`config.mk`:
```
export PLATFORM = sky130hd
export DESIGN_NAME = hmt_cell
export DESIGN_NICKNAME = d
export VERILOG_FILES = /design/src/design/hmt_pkg.sv /design/src/design/hmt_cell.sv
export SDC_FILE = /design/constraint.sdc
export NUM_CORES = 1
export LEC_CHECK = 0
export ABC_AREA = 0
export BUFFER_PORTS_ARGS = -buffer_cell sky130_fd_sc_hd__buf_4
export CAP_MARGIN = 20
export CELL_PAD_IN_SITES_DETAIL_PLACEMENT = 1
export CELL_PAD_IN_SITES_GLOBAL_PLACEMENT = 1
export CORE_AREA = 2 2 207 209
export CTS_CLUSTER_DIAMETER = 40
export DETAILED_ROUTE_END_ITERATION = 8
export DIE_AREA = 0 0 209 211
export PLACE_DENSITY = 0.78
export SLEW_MARGIN = 15
export SYNTH_ARGS = -nofsm -noshare
export SYNTH_HDL_FRONTEND = slang
export SYNTH_SLANG_ARGS = --single-unit
```
`constraint.sdc`:
```
create_clock -name clk -period 6.36 [get_ports clk]
set_input_delay 0.636 -clock clk [delete_from_list [all_inputs] [get_ports clk]]
set_output_delay 0.636 -clock clk [all_outputs]
set_load 0.02 [all_outputs]
```
`src/design/hmt_pkg.sv`:
```
package hmt_pkg;

    localparam int TABLE_ENTRIES = 32;
    localparam int IDX_W = $clog2(TABLE_ENTRIES);
    localparam int CNT_W = $clog2(TABLE_ENTRIES + 1);

    localparam int ID_W   = 32;
    localparam int PORT_W = 16;
    localparam int BEAT_W = 32;
    localparam int TIME_W = 32;
    localparam int TMO_W  = 16;
    localparam int OCNT_W = 6;

    typedef enum logic [2:0] {
        ST_REFRESH = 3'd0,
        ST_STALE   = 3'd1,
        ST_ADDED   = 3'd2,
        ST_FULL    = 3'd3,
        ST_REMOVED = 3'd4,
        ST_DONE    = 3'd5
    } status_t;

    // request walking down the cell chain
    typedef struct packed {
        logic              sweep;
        logic [ID_W-1:0]   id;
        logic [PORT_W-1:0] port;
        logic [BEAT_W-1:0] beat;
        logic [TIME_W-1:0] now;
        logic              found;
        status_t           status;
        logic [BEAT_W-1:0] hit_beat;
        logic              free_found;
        logic [IDX_W-1:0]  free_idx;
    } tok_t;

    // insert into one slot, broadcast to all cells
    typedef struct packed {
        logic              en;
        logic [IDX_W-1:0]  idx;
        logic [ID_W-1:0]   id;
        logic [PORT_W-1:0] port;
        logic [BEAT_W-1:0] beat;
        logic [TIME_W-1:0] now;
    } wr_t;

    // entry removed by a sweep, all zero when idle so cells can be OR-ed
    typedef struct packed {
        logic              valid;
        logic [ID_W-1:0]   id;
        logic [PORT_W-1:0] port;
        logic [BEAT_W-1:0] beat;
    } rem_t;

endpackage

```
`src/design/hmt_cell.sv`:
```
module hmt_cell (
    input  logic                        clk,
    input  logic                        rst_n,
    input  logic [hmt_pkg::IDX_W-1:0]   cell_idx,
    input  logic                        stall,
    input  logic [hmt_pkg::TMO_W-1:0]   fail_timeout,
    input  hmt_pkg::wr_t                wr,
    input  logic                        tok_in_valid,
    input  hmt_pkg::tok_t               tok_in,
    output logic                        tok_out_valid,
    output hmt_pkg::tok_t               tok_out,
    output hmt_pkg::rem_t               rem
);

    logic                         valid_reg;
    logic [hmt_pkg::ID_W-1:0]     id_reg;
    logic [hmt_pkg::PORT_W-1:0]   port_reg;
    logic [hmt_pkg::BEAT_W-1:0]   beat_reg;
    logic [hmt_pkg::TIME_W-1:0]   seen_reg;

    logic                         tok_valid_reg;
    hmt_pkg::tok_t                tok_reg;
    hmt_pkg::tok_t                tok_next;

    logic                         hit;
    logic                         newer;
    logic                         expired;
    logic [hmt_pkg::TIME_W-1:0]   age;
    logic                         active;
    logic                         do_refresh;
    logic                         do_remove;
    logic                         do_write;

    assign hit     = valid_reg && (id_reg == tok_in.id) && (port_reg == tok_in.port);
    assign newer   = tok_in.beat > beat_reg;
    assign age     = tok_in.now - seen_reg;
    assign expired = age > hmt_pkg::TIME_W'(fail_timeout);
    assign active  = tok_in_valid && !stall;

    assign do_refresh = active && !tok_in.sweep && !tok_in.found && hit && newer;
    assign do_remove  = active && tok_in.sweep && valid_reg && expired;
    assign do_write   = wr.en && (wr.idx == cell_idx);

    always_comb
    begin
        tok_next = tok_in;
        if (!tok_in.sweep)
        begin
            if (!tok_in.found && hit)
            begin
                tok_next.found = 1'b1;
                if (newer)
                begin
                    tok_next.status   = hmt_pkg::ST_REFRESH;
                    tok_next.hit_beat = tok_in.beat;
                end
                else
                begin
                    tok_next.status   = hmt_pkg::ST_STALE;
                    tok_next.hit_beat = beat_reg;
                end
            end
            else if (!valid_reg && !tok_in.free_found)
            begin
                tok_next.free_found = 1'b1;
                tok_next.free_idx   = cell_idx;
            end
        end
    end

    // removal request is raised before stall is known; the top holds the chain if needed
    always_comb
    begin
        rem = '0;
        if (tok_in_valid && tok_in.sweep && valid_reg && expired)
        begin
            rem.valid = 1'b1;
            rem.id    = id_reg;
            rem.port  = port_reg;
            rem.beat  = beat_reg;
        end
    end

    always_ff @(posedge clk or negedge rst_n)
    begin
        if (!rst_n)
        begin
            valid_reg     <= 1'b0;
            tok_valid_reg <= 1'b0;
        end
        else
        begin
            if (do_write)
                valid_reg <= 1'b1;
            else if (do_remove)
                valid_reg <= 1'b0;
            if (!stall)
                tok_valid_reg <= tok_in_valid;
        end
    end

    always_ff @(posedge clk)
    begin
        if (do_write)
        begin
            id_reg   <= wr.id;
            port_reg <= wr.port;
            beat_reg <= wr.beat;
            seen_reg <= wr.now;
        end
        else if (do_refresh)
        begin
            beat_reg <= tok_in.beat;
            seen_reg <= tok_in.now;
        end
        if (!stall)
            tok_reg <= tok_next;
    end

    assign tok_out_valid = tok_valid_reg;
    assign tok_out       = tok_reg;

endmodule

```
==> flow_metrics.tcl, run 1 <==
set metrics [dict create \
    p_sw_w 0.00145 \
    cts.path.max_buffers 3 \
    largest_reg_flops 155 \
    skew_ns 0.0233 \
    worst_slack_ns 0.114 \
    final_antenna_net_count 0 \
    async_reset_ff_frac 0.00743 \
    syn-num-nets 1523 \
    grt_overflow_total 0 \
    synth_area_leaders "edfxtp_1 (56%), ha_1 (6.9%), mux2_2 (5.2%)" \
    netlist_area_um2 14300 \
    first_pass_iters 5 \
    nFillCells 4409 \
    dp_hpwl_um 42100 \
    synth_common_cells "edfxtp_1 (267), inv_1 (98), a21oi_1 (85)" \
    crit_top_cell "buf_4" \
    status "completed" \
    fin_cells 2291 \
    dp_slack_ns 0.0588 \
    p_leak_nw 8.77 \
    setup_viol 0 \
    yosysSeqAreaShare 0.563 \
    numCtsBuffers 46 \
    p_seq_frac 0.392 \
    rr_startpoint "seen_reg[0]$_DFFE_PP_" \
    pwr-share-clk 0.448 \
    grt_max_degree 109 \
    antenna_found_initial 5 \
    cts_num_sinks 269 \
    fin_util 0.504 \
    synth_edf_count 267 \
    yosysMostFrequentCell "edfxtp_1" \
    track_usage 0.243 \
    whs_ns 0.240 \
    htree_num_levels 2 \
    whs_endpoint "id_reg[0]$_DFFE_PP_" \
    vias 12100 \
    clk_latency_ns 0.57 \
    synth.largest_area_cell "edfxtp_1" \
    slew_headroom 0.247 \
    start_util 0.343 \
    worstSetupStartpointType "flop" \
    cp.required_ns 5.72 \
    yosysWarnings 0 \
    slew_viol_final 0 \
    synth_top_area_share 0.559 \
    r2r_end "valid_reg$_DFFE_PN0P_" \
    cp_slowest_cell "edfxtp_1" \
    min_from "wr[80]" \
    port_buffers 534 \
    cp_slowest_stage_delay_ns 0.37 \
    drive_gt1_frac 0.448 \
    place_area_um2 18900 \
    cts_tree "built" \
    rrSetupSlack_ns 1.71 \
    synthDistinctLibCells 73 \
    ys_seq_elements 269 \
    avgViaCountPerCell 5.29 \
    syn_avg_cell_area_um2 12.5 \
    min_path_type "in -> reg" \
    synthCells 1145 \
    wl_per_cell_um 25.3 \
    synthFlopType "edfxtp_1" \
    fin_nets 2086 \
    drt_wl_total_um 58000 \
    drc_errors 0 \
    core_um2 41800 \
    clkTransAtPathRegs_ns 0.06 \
    cp_max_fo 6 \
    power.share.switching 0.271 \
    endpoint_kind "output pin" \
    hold_viol 0 \
    die_w_um 209 \
    grt_pass1_wl_um 80400 \
    worstHoldPathCells 1 \
    peakVddDrop_v 0.000203 \
    p_int_w 0.00391 \
    startpoint "seen_reg[0]$_DFFE_PP_" \
    max_freq_mhz 160 \
    grt_pass1_vias 12600 \
    placed_cells 2180 \
    worst_ep_arrival_time_ns 5.61 \
    r2r_cells 19 \
    critPathKind "reg -> out" \
    finalCriticalPeriod_ns 6.25 \
    final_cell_area_um2 21000 \
    crit_path_cell_trace "ha_2 -> fa_2 -> nand2b_4 -> a21o_1 -> a21bo_2 -> nor2b_4 -> o21ai_2 -> xor2_1 -> ha_1 -> a21oi_2 -> nand2_1 -> a221o_1 -> a311o_1 -> a2111oi_4 -> nand2_2 -> a211oi_4 -> nand4b_1 -> nor4_4 -> buf_4 -> buf_12 -> clkbuf_16 -> nor3b_1 -> buf_4" \
    synthToLayoutAreaGrowth_pct 46.6 \
    power_per_cell_area_nw_per_um2 255 \
    grt_setup_unrepaired "yes" \
    maxCapViolations 0 \
    p_comb_frac 0.160 \
    die-area_um2 44100 \
    drtIter0Drc 628 \
    root_buffer "clkbuf_16" \
    post-route-period-util 0.982 \
    dieHeight_um 211 \
    std_cell_rows 75 \
    gp_congestion 0.906 \
    io_pins 535 \
    tightest_slew_ns 1.13 \
]
[per-stage QoR]
stage / power [W] / setup TNS, ns
after global placement: 0.00294 / 0
after floorplan: 0.00254 / 0
final: 0.00536 / 0
after detailed placement: 0.00297 / 0
after CTS: 0.00538 / 0
after global routing: 0.00554 / -10.80
[worst max-delay path by stage]
stage                     endpoint  slack, ns  cells after the start
final                      rem[34]       0.11                     23
after CTS                  rem[78]       0.01                     22
after global routing       rem[25]      -0.18                     24
after detailed placement   rem[14]       0.06                     24
after floorplan            rem[79]       0.69                     21
after global placement      rem[0]       0.14                     24
[per-layer routing]
layer	share of wire	GRT usage	wire (um)	vias up
met4	0.047	0.102	2730	0
met1	0.37	0.271	21300	6063
met2	0.52	0.439	30000	499
li1	-	-	-	5434
met5	0	0	0	-
met3	0.069	0.0618	3980	134
[cells by family after synthesis]
kind of cell,synth area share
AO/OA/AOI/OAI,0.0921
XOR/XNOR,0.0385
adder cells (fa/ha/maj),0.0703
buffers and inverters,0.0436
flip-flops,0.563
multiplexers,0.0776
AND/OR/NAND/NOR,0.115
[layout make-up]
| class | instances | area [um2] | area share |
|---|---|---|---|
| diodes | 6 | 15.0 | 0.000714 |
| clock inverters | 33 | 285 | 0.0136 |
| flip-flops and latches | 269 | 8070 | 0.384 |
| multi-input cells | 729 | 5900 | 0.281 |
| clock buffers | 53 | 1200 | 0.0570 |
| well taps | 539 | 674 | 0.0321 |
| inverters | 98 | 373 | 0.0177 |
| repair buffers | 564 | 4520 | 0.215 |
[layout by cell type, fill, tap and decap left out, drive strengths merged, types with 4 or more instances in the layout]
cell type    n
a211oi       7
a21o        22
a21oi       85
and2         4
buf        556
clkbuf      60
clkinv      21
diode        6
edfxtp     267
ha          79
inv        106
mux2        66
mux2i       37
nand2       44
nand2b       7
nand3       11
nand3b       4
nand4       25
nor2        58
nor2b       11
nor3        51
nor3b       43
nor4         7
o2111ai      4
o211ai       6
o21a        15
o21ai       29
o22ai        6
xnor2       44
xor2        19
[what timing repair did]
action                                 4_1_cts  5_1_grt
hold buffers                                 1        0
setup endpoints to repair                   67       81
pin swaps                                    1       20
cloned                                       0        9
buffers inserted                             3        6
gates resized for setup                      0       69
endpoints found under the hold margin        2        0
[power by group through the flow]
stage	Combinational [W]	Sequential (W)	Clock [W]
after CTS	0.000844	0.00210	0.00244
after global routing	0.000917	0.00211	0.00251
after floorplan	0.000306	0.00223	0
after detailed placement	0.000836	0.00213	0
final	0.000858	0.00210	0.00240
after global placement	0.000815	0.00213	0
[worst max-delay path, delay by kind of cell (launching register included)]
family / cells / cell delay, ns
compound gates: 8 / 1.92
xor+xnor: 1 / 0.18
flops: 1 / 0.37
fa+ha+maj: 3 / 0.86
simple gates: 7 / 0.96
buf+inv: 4 / 0.76
No activity file was read; power rests on OpenSTA's default activity.
==> inputs of run 2 (changes only) <==
--- a/config.mk
+++ b/config.mk
@@ -10,11 +10,12 @@
 export CAP_MARGIN = 20
 export CELL_PAD_IN_SITES_DETAIL_PLACEMENT = 1
 export CELL_PAD_IN_SITES_GLOBAL_PLACEMENT = 1
-export CORE_AREA = 2 2 207 209
+export CORE_AREA = 2 2 209 211
+export CTS_BUF_LIST = sky130_fd_sc_hd__clkbuf_4 sky130_fd_sc_hd__clkbuf_8
 export CTS_CLUSTER_DIAMETER = 40
 export DETAILED_ROUTE_END_ITERATION = 8
-export DIE_AREA = 0 0 209 211
-export PLACE_DENSITY = 0.78
+export DIE_AREA = 0 0 211 213
+export PLACE_DENSITY = 0.77
 export SLEW_MARGIN = 15
 export SYNTH_ARGS = -nofsm -noshare
 export SYNTH_HDL_FRONTEND = slang
==> constraint.sdc (replaced) <==
create_clock -name clk -period 7.7 [get_ports clk]
set_input_delay 0.77 -clock clk [delete_from_list [all_inputs] [get_ports clk]]
set_output_delay 0.77 -clock clk [all_outputs]
set_load 0.02 [all_outputs]
==> flow_metrics.tcl, run 2 (synthesis gave the netlist of run 1 again) <==
set metrics [dict create \
    vias 11700 \
    start_util 0.336 \
    cp.required_ns 6.93 \
    setup_viol 0 \
    clk_latency_ns 0.63 \
    fin_nets 2069 \
    nFillCells 4683 \
    status "completed" \
    finalCriticalPeriod_ns 6.99 \
    skew_ns 0.0278 \
    critical_path_buf_inv_count 2 \
    cp_max_fo 60 \
    antenna_found_initial 5 \
    std_cell_rows 76 \
    endpoint_kind "output pin" \
    largest_reg_flops 155 \
    critPathKind "reg -> out" \
    drtIter0Drc 774 \
    root_buffer "clkbuf_8" \
    crit_family "compound AO/OA/AOI/OAI gates" \
    drive_gt1_frac 0.426 \
    max_freq_mhz 143 \
    first_pass_iters 5 \
    multi_input_area_um2 5700 \
    grt_pass1_vias 12400 \
    grt_max_degree 83 \
    cts_num_sinks 269 \
    tightest_slew_ns 1.08 \
    maxCapViolations 0 \
    cts.path.max_buffers 3 \
    die_w_um 211 \
    cts_tree "built" \
    finalSetupTns_ns 0 \
    grt_pass1_wl_um 75900 \
    core_um2 42700 \
    synthToLayoutAreaGrowth_pct 38.4 \
    final_antenna_net_count 0 \
    worst_ep_arrival_time_ns 6.22 \
    regArea_um2 8070 \
    io_pins 535 \
    die-area_um2 44900 \
    avgViaCountPerCell 5.13 \
    track_usage 0.224 \
    wl_per_cell_um 23.2 \
    dieHeight_um 213 \
    gp_congestion 0.913 \
    grt_overflow_total 0 \
    placed_cells 2183 \
    cp_slowest_cell "buf_4" \
    p_leak_nw 8.31 \
    grt_setup_unrepaired "no" \
    numCtsBuffers 51 \
    dp_hpwl_um 40600 \
    hold_viol 0 \
    port_buffers 534 \
    fin_cells 2277 \
    slew_viol_final 0 \
    drc_errors 0 \
    clkTransAtPathRegs_ns 0.07 \
    htree_num_levels 2 \
    post-route-period-util 0.907 \
    peakVddDrop_v 0.000114 \
    layout_common_cells "buf_4 (541), edfxtp_1 (267), inv_1 (97), a21oi_1 (85), ha_1 (79)" \
    final_common_cell "buf_4" \
    cp_slowest_stage_delay_ns 0.64 \
    drt_wl_total_um 52800 \
    slew_headroom 0.283 \
    worstSetupStartpointType "flop" \
    min_path_type "in -> reg" \
    power_per_cell_area_nw_per_um2 189 \
    crit_path_cell_trace "ha_1 -> fa_1 -> nand2b_1 -> a21o_1 -> a21bo_2 -> nor2b_1 -> o21ai_0 -> xor2_1 -> ha_1 -> a21oi_1 -> nand2_1 -> a221o_1 -> a311o_1 -> a2111oi_4 -> nand2_2 -> a211oi_2 -> nand4b_1 -> nor4_4 -> buf_4 -> nor3b_1 -> buf_4" \
]
-- run 2: cell count changes in the layout (fill, tap and decap cells not counted), moves of 8 or more --
cell       delta
clkbuf_16    -54
clkbuf_8     +51
clkbuf_4     +18
buf_6        -13
nor3_1        +9
nor3_4        -8
-- run 2: power by group --
| group | switching [W] | internal, W |
|---|---|---|
| logic | 0.000373 | 0.000313 |
| registers | 0.0000292 | 0.00170 |
| clock network | 0.000637 | 0.000707 |
-- run 2: layout make-up --
type | count | area share
Clock inverter | 19 | 0.00555
Timing Repair Buffer | 542 | 0.205
Multi-Input combinational cell | 729 | 0.287
Tap cell | 546 | 0.0344
Inverter | 98 | 0.0188
Antenna cell | 5 | 0.000630
Sequential cell | 269 | 0.406
Clock buffer | 69 | 0.0422
-- run 2: worst reg2reg max path: stages (launching register included) --
cell and delay [ns]:
edfxtp_1 0.37, ha_1 0.23, fa_1 0.40, nand2b_1 0.18
a21o_1 0.17, a21bo_2 0.22, nor2b_1 0.16, o21ai_0 0.22
xor2_1 0.19, ha_1 0.29, a21oi_1 0.16, nand2_1 0.07
a221o_1 0.35, a311o_1 0.37, a2111oi_4 0.33, nand2_2 0.08
a211oi_2 0.21, nand4b_1 0.13, or4_1 0.54, a21oi_1 0.16
-- run 2: per-layer routing --
metal,global-route usage,vias to the layer above,part of all wire
met3,0.0516,110,0.057
met1,0.253,5771,0.38
met5,0,-,0
met4,0.0894,0,0.035
met2,0.410,438,0.53
li1,-,5369,-
-- run 2: final timing paths --
kind                                                 from                        end  slack [ns]  depth (start not counted)
worst max-delay path                seen_reg[0]$_DFFE_PP_                    rem[74]        0.71                         21
worst min-delay path                              wr[102]       id_reg[22]$_DFFE_PP_        0.32                          1
worst max register to register      seen_reg[0]$_DFFE_PP_      valid_reg$_DFFE_PN0P_        2.81                         19
worst min register to register  tok_out_valid$_DFFE_PN0N_  tok_out_valid$_DFFE_PN0N_        0.51                          1
max in group asynchronous                           rst_n  tok_out_valid$_DFFE_PN0N_        7.11                          2
min in group asynchronous                           rst_n      valid_reg$_DFFE_PN0P_        0.50                          2
-- run 2: timing repair --
action	4_1_cts	5_1_grt
hold buffers	1	0
hold endpoints to repair	2	0
resized for setup	0	0
setup buffers	0	0
-- run 2: metrics by stage --
step | cell area, um2 | utilization | setup slack (ns) | hold slack, ns | power (W)
6_report | 19900 | 0.465 | 0.714 | 0.317 | 0.00376
5_1_grt | 19900 | 0.465 | 0.344 | 0.272 | 0.00392
4_1_cts | 19800 | 0.465 | 0.646 | 0.258 | 0.00381
3_5_place_dp | 18900 | 0.442 | 0.849 | 0.504 | 0.00245
3_3_place_gp | 18900 | 0.442 | 1.12 | 0.472 | 0.00243
2_1_floorplan | 14300 | - | 1.76 | 0.474 | 0.00210
